File: src/rtl/assert_macros.svh
// Assertion macros shared by the interpolator RTL.
`ifndef ASSERT_MACROS_SVH
`define ASSERT_MACROS_SVH

// Checked on the rising clock, masked while reset is high.
`define PLI_ASSERT(label, prop, msg) \
   label: assert property (@(posedge clock) disable iff (reset) prop) else $error(msg);

// Checked on the rising clock, also during reset.
`define PLI_ASSERT_ALWAYS(label, prop, msg) \
   label: assert property (@(posedge clock) prop) else $error(msg);

`endif

File: src/rtl/pli_pkg.sv
// Types and constants of the piecewise linear interpolator.
package pli_pkg;

   localparam int ANGLE_W = 16;
   localparam int VALUE_W = 16;
   localparam int COUNT_W = 5;
   localparam int DIV_W   = 32;
   localparam int DEN_W   = 16;

   localparam logic [1:0] OP_INSERT = 2'd0;
   localparam logic [1:0] OP_QUERY  = 2'd1;
   localparam logic [1:0] OP_CLEAR  = 2'd2;

   localparam logic [1:0] STATUS_OK    = 2'd0;
   localparam logic [1:0] STATUS_OOB   = 2'd1;
   localparam logic [1:0] STATUS_EMPTY = 2'd2;
   localparam logic [1:0] STATUS_FULL  = 2'd3;

   typedef struct packed {
      logic [1:0]                op;
      logic signed [ANGLE_W-1:0] angle;
      logic signed [VALUE_W-1:0] value;
   } req_payload_type;

   typedef struct packed {
      logic [1:0]                status;
      logic signed [VALUE_W-1:0] result_value;
      logic [COUNT_W-1:0]        entry_count;
   } rsp_payload_type;

   typedef struct packed {
      logic signed [ANGLE_W-1:0] angle;
      logic signed [VALUE_W-1:0] value;
   } entry_type;

   typedef struct packed {
      logic busy;
      logic done;
   } div_status_type;

endpackage

File: src/rtl/pli_ram.sv
// Breakpoint storage: one write port, one registered read port.
module pli_ram
   import pli_pkg::*;
#(
   parameter int DEPTH = 16
) (
   input  logic                     clock,
   input  logic                     wr_en,
   input  logic [$clog2(DEPTH)-1:0] wr_addr,
   input  entry_type                wr_data,
   input  logic [$clog2(DEPTH)-1:0] rd_addr,
   output entry_type                rd_data
);

   entry_type mem [DEPTH];
   entry_type rd_data_ff;

   always_ff @(posedge clock) begin
      if (wr_en) begin
         mem[wr_addr] <= wr_data;
      end
   end

   always_ff @(posedge clock) begin
      rd_data_ff <= mem[rd_addr];
   end

   assign rd_data = rd_data_ff;

endmodule

File: src/rtl/pli_div.sv
// Restoring unsigned divider, one quotient bit per cycle.
module pli_div
   import pli_pkg::*;
(
   input  logic             clock,
   input  logic             reset,
   input  logic             start,
   input  logic [DIV_W-1:0] dividend,
   input  logic [DEN_W-1:0] divisor,
   output logic [DIV_W-1:0] quotient,
   output div_status_type   status
);
   `include "assert_macros.svh"

   localparam int CNT_W = $clog2(DIV_W);
   localparam logic [CNT_W-1:0] LAST_STEP = CNT_W'(DIV_W - 1);

   logic             busy_ff, busy_in;
   logic             done_ff, done_in;
   logic [CNT_W-1:0] cnt_ff, cnt_in;
   logic [DEN_W-1:0] rem_ff, rem_in;
   logic [DEN_W-1:0] den_ff, den_in;
   logic [DIV_W-1:0] quo_ff, quo_in;
   logic [DEN_W:0]   trial;
   logic             fits;

   // shift in the next dividend bit, subtract when it fits
   assign trial = {rem_ff, quo_ff[DIV_W-1]};
   assign fits  = (trial >= {1'b0, den_ff});

   always_comb begin
      busy_in = busy_ff;
      done_in = 1'b0;
      cnt_in  = cnt_ff;
      rem_in  = rem_ff;
      den_in  = den_ff;
      quo_in  = quo_ff;
      if (start) begin
         busy_in = 1'b1;
         cnt_in  = '0;
         rem_in  = '0;
         den_in  = divisor;
         quo_in  = dividend;
      end else if (busy_ff) begin
         rem_in = fits ? DEN_W'(trial - {1'b0, den_ff}) : trial[DEN_W-1:0];
         quo_in = {quo_ff[DIV_W-2:0], fits};
         if (cnt_ff == LAST_STEP) begin
            busy_in = 1'b0;
            done_in = 1'b1;
            cnt_in  = '0;
         end else begin
            cnt_in = cnt_ff + 1'b1;
         end
      end
   end

   always_ff @(posedge clock) begin
      if (reset) begin
         busy_ff <= 1'b0;
         done_ff <= 1'b0;
         cnt_ff  <= '0;
      end else begin
         busy_ff <= busy_in;
         done_ff <= done_in;
         cnt_ff  <= cnt_in;
      end
      rem_ff <= rem_in;
      den_ff <= den_in;
      quo_ff <= quo_in;
   end

   assign quotient    = quo_ff;
   assign status.busy = busy_ff;
   assign status.done = done_ff;

   `PLI_ASSERT(a_no_restart, start |-> !busy_ff, "divider started while busy")
   `PLI_ASSERT(a_done_after_busy, done_ff |-> $past(busy_ff), "done without a run")
   `PLI_ASSERT_ALWAYS(a_cnt_idle, (cnt_ff != '0) |-> busy_ff, "step count set while idle")

endmodule

File: src/rtl/piecewise_linear_interpolator.sv
// Top level of the piecewise linear interpolator: sequencer, table and divider.
//
//   channel  | direction | handshake              | payload
//   ---------+-----------+------------------------+------------------
//   req_     | in        | req_valid / req_stall  | op, angle, value
//   rsp_     | out       | rsp_valid / rsp_stall  | status, result_value, entry_count
//
// Clear, an unused op, a full insert or an empty query go from decode to finish.
// Insert runs a table read and compare loop over the entries with a larger
// angle, moving each up one slot, then writes the new entry in the gap.
// A query checks one entry a cycle over the single RAM read port, each entry
// checked from the registered read data after its read is issued. An
// interpolated query then runs the multiply and the 32-step serial divider.
// Reset is synchronous and clears only control state;
// the table needs no clearing pass. The response is registered, so a stalled
// result holds while the next transfer is taken in; that item waits to finish.
module piecewise_linear_interpolator
   import pli_pkg::*;
#(
   parameter int TABLE_DEPTH = 16
) (
   input  logic            clock,
   input  logic            reset,
   input  logic            req_valid,
   output logic            req_stall,
   input  req_payload_type req_payload,
   output logic            rsp_valid,
   input  logic            rsp_stall,
   output rsp_payload_type rsp_payload
);
   `include "assert_macros.svh"

   localparam int ADDR_W = $clog2(TABLE_DEPTH);
   localparam int CNT_W  = $clog2(TABLE_DEPTH + 1);
   localparam logic [CNT_W-1:0] DEPTH_CNT = CNT_W'(TABLE_DEPTH);

   typedef enum logic [3:0] {
      ST_IDLE,
      ST_DECODE,
      ST_INS_RD,
      ST_INS_CMP,
      ST_INS_PUT,
      ST_QRY_SCAN,
      ST_QRY_MUL,
      ST_QRY_DIV,
      ST_QRY_WAIT,
      ST_FINISH
   } state_type;

   state_type               state_ff, state_in;
   req_payload_type         item_ff, item_in;
   logic [CNT_W-1:0]        count_ff, count_in;
   logic [CNT_W-1:0]        idx_ff, idx_in;
   logic                    pend_ff, pend_in;
   logic [CNT_W-1:0]        pend_idx_ff, pend_idx_in;
   logic                    hit_ff, hit_in;
   logic [VALUE_W-1:0]      hit_val_ff, hit_val_in;
   entry_type               prev_ff, prev_in;
   entry_type               next_ff, next_in;
   logic signed [33:0]      prod_ff, prod_in;
   logic [DEN_W-1:0]        den_ff, den_in;
   logic                    neg_ff, neg_in;
   logic [1:0]              status_ff, status_in;
   logic [VALUE_W-1:0]      result_ff, result_in;
   logic                    rsp_valid_ff, rsp_valid_in;
   rsp_payload_type         rsp_payload_ff, rsp_payload_in;

   // table port
   logic                    wr_en;
   logic [ADDR_W-1:0]       wr_addr;
   entry_type               wr_data;
   logic [ADDR_W-1:0]       rd_addr;
   entry_type               rd_data;

   // divider port
   logic                    div_start;
   logic [DIV_W-1:0]        div_dividend;
   logic [DIV_W-1:0]        div_quotient;
   div_status_type          div_stat;

   // interpolation datapath
   logic signed [16:0]      dx, dv, da;
   logic [33:0]             prod_mag;
   logic [16:0]             q_mag;
   logic [16:0]             q_signed;
   logic [16:0]             interp_sum;
   logic                    x_below, x_above, x_equal;

   assign x_below = ($signed(item_ff.angle) < $signed(rd_data.angle));
   assign x_above = ($signed(item_ff.angle) > $signed(rd_data.angle));
   assign x_equal = (item_ff.angle == rd_data.angle);

   assign dx = {item_ff.angle[15], item_ff.angle} - {prev_ff.angle[15], prev_ff.angle};
   assign dv = {next_ff.value[15], next_ff.value} - {prev_ff.value[15], prev_ff.value};
   assign da = {next_ff.angle[15], next_ff.angle} - {prev_ff.angle[15], prev_ff.angle};

   // |num| < 2^32 since both factors are below 2^16 in magnitude
   assign prod_mag     = prod_ff[33] ? 34'(-prod_ff) : prod_ff;
   assign div_dividend = prod_mag[DIV_W-1:0];
   assign q_mag        = {1'b0, div_quotient[15:0]};
   assign q_signed     = neg_ff ? 17'(-q_mag) : q_mag;
   assign interp_sum   = {prev_ff.value[15], prev_ff.value} + q_signed;

   always_comb begin
      state_in       = state_ff;
      item_in        = item_ff;
      count_in       = count_ff;
      idx_in         = idx_ff;
      pend_in        = pend_ff;
      pend_idx_in    = pend_idx_ff;
      hit_in         = hit_ff;
      hit_val_in     = hit_val_ff;
      prev_in        = prev_ff;
      next_in        = next_ff;
      prod_in        = prod_ff;
      den_in         = den_ff;
      neg_in         = neg_ff;
      status_in      = status_ff;
      result_in      = result_ff;
      rsp_valid_in   = rsp_valid_ff;
      rsp_payload_in = rsp_payload_ff;
      wr_en          = 1'b0;
      wr_addr        = '0;
      wr_data        = {item_ff.angle, item_ff.value};
      rd_addr        = '0;
      div_start      = 1'b0;

      // output transfer frees the response register
      if (rsp_valid_ff && !rsp_stall) begin
         rsp_valid_in = 1'b0;
      end

      case (state_ff)
         ST_IDLE: begin
            if (req_valid) begin
               item_in  = req_payload;
               state_in = ST_DECODE;
            end
         end
         ST_DECODE: begin
            status_in = STATUS_OK;
            result_in = '0;
            hit_in    = 1'b0;
            pend_in   = 1'b0;
            idx_in    = '0;
            state_in  = ST_FINISH;
            case (item_ff.op)
               OP_INSERT: begin
                  if (count_ff == DEPTH_CNT) begin
                     status_in = STATUS_FULL;
                  end else begin
                     idx_in   = count_ff;
                     state_in = ST_INS_RD;
                  end
               end
               OP_QUERY: begin
                  if (count_ff == '0) begin
                     status_in = STATUS_EMPTY;
                  end else begin
                     state_in = ST_QRY_SCAN;
                  end
               end
               OP_CLEAR: begin
                  count_in = '0;
               end
               default: begin
               end
            endcase
         end
         // insert: walk down from the top, moving larger angles up one slot
         ST_INS_RD: begin
            if (idx_ff == '0) begin
               state_in = ST_INS_PUT;
            end else begin
               rd_addr  = ADDR_W'(idx_ff - 1'b1);
               state_in = ST_INS_CMP;
            end
         end
         ST_INS_CMP: begin
            if (x_below) begin
               wr_en    = 1'b1;
               wr_addr  = idx_ff[ADDR_W-1:0];
               wr_data  = rd_data;
               idx_in   = idx_ff - 1'b1;
               state_in = ST_INS_RD;
            end else begin
               state_in = ST_INS_PUT;
            end
         end
         ST_INS_PUT: begin
            wr_en    = 1'b1;
            wr_addr  = idx_ff[ADDR_W-1:0];
            count_in = count_ff + 1'b1;
            state_in = ST_FINISH;
         end
         // query: one read issued a cycle, data checked from the registered read port
         ST_QRY_SCAN: begin
            if (idx_ff < count_ff) begin
               rd_addr     = idx_ff[ADDR_W-1:0];
               idx_in      = idx_ff + 1'b1;
               pend_in     = 1'b1;
               pend_idx_in = idx_ff;
            end else begin
               pend_in = 1'b0;
            end
            if (pend_ff) begin
               if (pend_idx_ff == '0 && x_below) begin
                  status_in = STATUS_OOB;
                  state_in  = ST_FINISH;
               end else if (x_below) begin
                  // first angle above the query closes the bracket
                  next_in = rd_data;
                  if (hit_ff) begin
                     result_in = hit_val_ff;
                     state_in  = ST_FINISH;
                  end else begin
                     state_in = ST_QRY_MUL;
                  end
               end else begin
                  prev_in = rd_data;
                  if (x_equal) begin
                     hit_in     = 1'b1;
                     hit_val_in = rd_data.value;
                  end
                  if (pend_idx_ff == CNT_W'(count_ff - 1'b1)) begin
                     state_in = ST_FINISH;
                     if (x_equal) begin
                        result_in = rd_data.value;
                     end else if (hit_ff) begin
                        result_in = hit_val_ff;
                     end else if (x_above) begin
                        status_in = STATUS_OOB;
                     end
                  end
               end
            end
         end
         ST_QRY_MUL: begin
            prod_in  = dx * dv;
            den_in   = da[DEN_W-1:0];
            state_in = ST_QRY_DIV;
         end
         ST_QRY_DIV: begin
            div_start = 1'b1;
            neg_in    = prod_ff[33];
            state_in  = ST_QRY_WAIT;
         end
         ST_QRY_WAIT: begin
            if (div_stat.done) begin
               result_in = interp_sum[VALUE_W-1:0];
               state_in  = ST_FINISH;
            end
         end
         ST_FINISH: begin
            if (!rsp_valid_ff || !rsp_stall) begin
               rsp_valid_in                = 1'b1;
               rsp_payload_in.status       = status_ff;
               rsp_payload_in.result_value = result_ff;
               rsp_payload_in.entry_count  = COUNT_W'(count_ff);
               state_in                    = ST_IDLE;
            end
         end
         default: begin
            state_in = ST_IDLE;
         end
      endcase
   end

   always_ff @(posedge clock) begin
      if (reset) begin
         state_ff     <= ST_IDLE;
         count_ff     <= '0;
         pend_ff      <= 1'b0;
         hit_ff       <= 1'b0;
         rsp_valid_ff <= 1'b0;
      end else begin
         state_ff     <= state_in;
         count_ff     <= count_in;
         pend_ff      <= pend_in;
         hit_ff       <= hit_in;
         rsp_valid_ff <= rsp_valid_in;
      end
      item_ff        <= item_in;
      idx_ff         <= idx_in;
      pend_idx_ff    <= pend_idx_in;
      hit_val_ff     <= hit_val_in;
      prev_ff        <= prev_in;
      next_ff        <= next_in;
      prod_ff        <= prod_in;
      den_ff         <= den_in;
      neg_ff         <= neg_in;
      status_ff      <= status_in;
      result_ff      <= result_in;
      rsp_payload_ff <= rsp_payload_in;
   end

   pli_ram #(
      .DEPTH(TABLE_DEPTH)
   ) u_ram (
      .clock  (clock),
      .wr_en  (wr_en),
      .wr_addr(wr_addr),
      .wr_data(wr_data),
      .rd_addr(rd_addr),
      .rd_data(rd_data)
   );

   pli_div u_div (
      .clock   (clock),
      .reset   (reset),
      .start   (div_start),
      .dividend(div_dividend),
      .divisor (den_ff),
      .quotient(div_quotient),
      .status  (div_stat)
   );

   assign req_stall   = (state_ff != ST_IDLE);
   assign rsp_valid   = rsp_valid_ff;
   assign rsp_payload = rsp_payload_ff;

   // terms for the checks below
   logic in_finish;
   logic finish_held;
   logic in_insert;

   assign in_finish   = (state_ff == ST_FINISH);
   assign finish_held = in_finish && rsp_valid_ff && rsp_stall;
   assign in_insert   = (state_ff == ST_INS_CMP || state_ff == ST_INS_PUT);

   `PLI_ASSERT(a_count_bound, count_ff <= DEPTH_CNT, "entry count above table depth")
   `PLI_ASSERT(a_finish_holds, finish_held |=> in_finish, "result dropped while output busy")
   `PLI_ASSERT(a_write_in_insert, wr_en |-> in_insert, "table written outside insert")

endmodule
File: config.mk
export PLATFORM = sky130hd
export DESIGN_NAME = piecewise_linear_interpolator
export DESIGN_NICKNAME = d
export VERILOG_FILES = /design/src/rtl/pli_pkg.sv /design/src/rtl/pli_ram.sv /design/src/rtl/pli_div.sv /design/src/rtl/piecewise_linear_interpolator.sv
export VERILOG_INCLUDE_DIRS = /design/src /design/src/rtl
export SDC_FILE = /design/constraint.sdc
export NUM_CORES = 2
export LEC_CHECK = 0
export BUFFER_PORTS_ARGS = -buffer_cell sky130_fd_sc_hd__buf_4
export CAP_MARGIN = 20
export CORE_AREA = 4 4 315 317
export DETAILED_ROUTE_END_ITERATION = 8
export DIE_AREA = 0 0 319 321
export GPL_TIMING_DRIVEN = 0
export PLACE_DENSITY = 0.68
export SYNTH_ARGS = -nofsm -noshare
export SYNTH_HDL_FRONTEND = slang
export SYNTH_SLANG_ARGS = --single-unit
File: constraint.sdc
create_clock -name clock -period 8.45 [get_ports clock]
set_input_delay 0.4225 -clock clock [delete_from_list [all_inputs] [get_ports clock]]
set_output_delay 0.4225 -clock clock [all_outputs]
set_load 0.03 [all_outputs]
==> flow_summary.toml <==
[timing]
fin_skew_ps = 24.3
slew_headroom_pct = 21.6
layout_min_cycle_time_ps = 8380
min_period_over_period_pct = 99.1
drv_slew = 0
worst_pin_slew_ps = 1180
fmax_mhz = 119
rsz0062_at_grt = "true"
hold_viol = 0
final-setup-viol-count = 0

[worst_setup_path]
critPathArrivalTime_ps = 8730
rr_worst_depth = 33
cp.required_ps = 8810
cpPeakStageDelay_ps = 590
reg2reg_slack_ps = 70
critPathMaxFanout = 6
cp.buffers_inverters = 6
cp_slowest_cell = "fa_1"
reg2reg_to = "prod_ff[33]"
end_kind = "flop"
cpMostUsedCell = "fa_1"
worstSetupStartpointType = "flop"
worst-setup-path-type = "reg2reg"
path_delay_family = "adder cells"
reg2reg_from = "prev_ff[0]"

[placed_design]
gp_congestion = 0.936
portBuffers = 62
placedInstanceArea_um2 = 50600
dp_hpwl_mm = 87.9

[synth]
avgSynthCellArea_um2 = 12.5
ys_seq_elements = 842
synth_area_leaders = "edfxtp_1, fa_1, mux2i_1, ha_1, inv_1"
yosysMostFrequentCell = "edfxtp_1"
async_flop_share_pct = 0
yosysWarningCount = 0
synth_top_area_share_pct = 48.6
syn_nets = 4356
ys.flop_type = "edfxtp_1"
synth_area_leader_cell = "edfxtp_1"
syn_area_um2 = 47900
synth_common_cells = "edfxtp_1, inv_1, nand2_1, fa_1, mux2i_1"
yosys.cell_types.count = 70
synthCells = 3825
ys_seq_area_share_pct = 51.4
synth_edf_count = 775

[floorplan]
initial_core_util_pct = 49.7
fp.coreArea_um2 = 96300
chipHeight_um = 321
num_rows = 114
die_x_um = 319
pin_count = 63
die-area_um2 = 102000

[worst_hold_path]
holdPathEnd = "rsp_valid"
hold_depth = 3
hold_class = "in2reg"
hold_start = "rsp_stall"

[grt]
grt_pass1_wl_mm = 185
grt_max_degree = 34
grt_pass1_vias = 31097
antenna_found_initial = 5
grtUsageTotal_pct = 23.6
grt_overflow = 0

[cts]
clk_latency_ps = 670
clk_path_buf_depth = 3
clock_sinks = 842
h-tree-depth = 3
clock-root-buffer = "clkbuf_16"
clk_pin_slew_ps = 70
cts_buffers = 85
cts_tree = "built"

[drt]
drtIter0Drc = 2692
viasPerCell = 5.64
drc = 0
dr.pass1.iters = 8
vias = 30742
antenna_left = 0
wl_per_cell_um = 22.2
wirelength_mm = 121

[layout]
fill_cells = 7760
stdcell_area_um2 = 55300
nets = 4635
area_growth_pct = 15.6
final_layout_size_suffix_gt1_share_pct = 13.8

[job]
cap_violations = 0

[outcome]
status = "finished clean"
[worst register-to-register path, delay by kind of cell, from the launching register on]
family | cells | cell delay [ps]
compound gates | 15 | 2670
xor+xnor | 1 | 190
fa+ha+maj | 9 | 3950
buf+inv | 6 | 670
flops | 1 | 430
simple gates | 2 | 190
[worst max-delay path by stage]
stage / from / end / slack (ps) / cells after the start
2_1_floorplan: prev_ff[0] / prod_ff[30] / 340 / 30
3_3_place_gp: prev_ff[0] / prod_ff[33] / -1700 / 30
3_5_place_dp: prev_ff[0] / prod_ff[33] / -1800 / 30
4_1_cts: prev_ff[1] / prod_ff[30] / 0.2 / 31
5_1_grt: prev_ff[0] / prod_ff[33] / -130 / 33
6_report: prev_ff[0] / prod_ff[33] / 70 / 33
[layer usage]
metal / GRT usage [%] / share of wire (%) / vias up
met4: 7.60 / 3.7 / 2
met3: 4.19 / 7.1 / 261
met2: 39.6 / 48 / 1127
met5: 0 / 0.015 / -
met1: 31.3 / 41 / 15392
li1: - / - / 13960
[flip-flops by register name (all words and copies together) (netlist names), 2 cells and up]
name	cells
pend_idx_ff	5
u_ram.rd_data	32
count_ff	5
next_ff	32
idx_ff	5
u_div.quotient	32
status_ff	2
u_div.den_ff	16
hit_val_ff	16
den_ff	16
u_ram.mem	512
rsp_payload	23
result_ff	16
u_div.cnt_ff	5
prev_ff	32
u_div.rem_ff	16
prod_ff	33
state_ff	4
item_ff	34
[cell type report]
type | count | area (µm²) | share of cell area [%]
plain buffers | 141 | 651 | 1.18
clock inverters | 46 | 616 | 1.11
clock buffers | 114 | 2400 | 4.34
diodes | 1 | 2.50 | 0.00452
flip-flops and latches | 842 | 24600 | 44.5
inverters | 419 | 1580 | 2.85
multi-input cells | 2422 | 22000 | 39.7
well taps | 1276 | 1600 | 2.89
repair buffers | 193 | 1900 | 3.44
[layout by cell type, fill, tap and decap left out, types with 76 or more instances in the layout]
master     synthesis  layout
inv_1            418     413
fa_1             301     293
mux2_2           111     111
ha_1             192     180
clkbuf_16          0      88
nand2_1          339     339
xnor2_1           90      76
clkbuf_1         111     105
mux2i_1          284     284
edfxtp_1         775     775
o21ai_0          102      89
nor2_1           243     220
buf_4              0     130
a21oi_1           94      81
[stage by stage]
stage | util (%) | hold slack [ps] | TNS, ps | cells | worst slack, ps
after detailed placement | 52.5 | 405 | -10940 | 5185 | -1800
after global routing | 57.5 | 31.8 | -291 | 5453 | -129
final | 57.5 | 47.2 | 0 | 5454 | 74.1
after floorplan | - | 400 | 0 | 3825 | 342
after CTS | 56.7 | 14.0 | 0 | 5410 | 0.231
after global placement | 51.8 | 404 | -9670 | 5163 | -1700
[cell families (layout without fill, tap and decap cells)]
group | Yosys count | count (layout) | share of synthesized area, %
adder cells (fa/ha/maj) | 493 | 493 | 17.6
AO/OA/AOI/OAI | 489 | 489 | 6.70
other | 0 | 1 | 0
multiplexers | 395 | 395 | 8.55
AND/OR/NAND/NOR | 883 | 883 | 8.33
buffers and inverters | 561 | 913 | 4.42
flip-flops | 842 | 842 | 51.4
XOR/XNOR | 162 | 162 | 2.96
[timing repair]
action                     in CTS  in global routing
setup endpoints to repair      14                  5
pin swaps                      25                 47
gates resized for setup       109                 93
setup buffers                  31                 39
hold buffers                   35                  0
hold endpoints to repair       35                  0
Power is left out: the tool's default activity adds up to more than one toggle a clock period on the data nets, which glitch-free logic cannot reach.
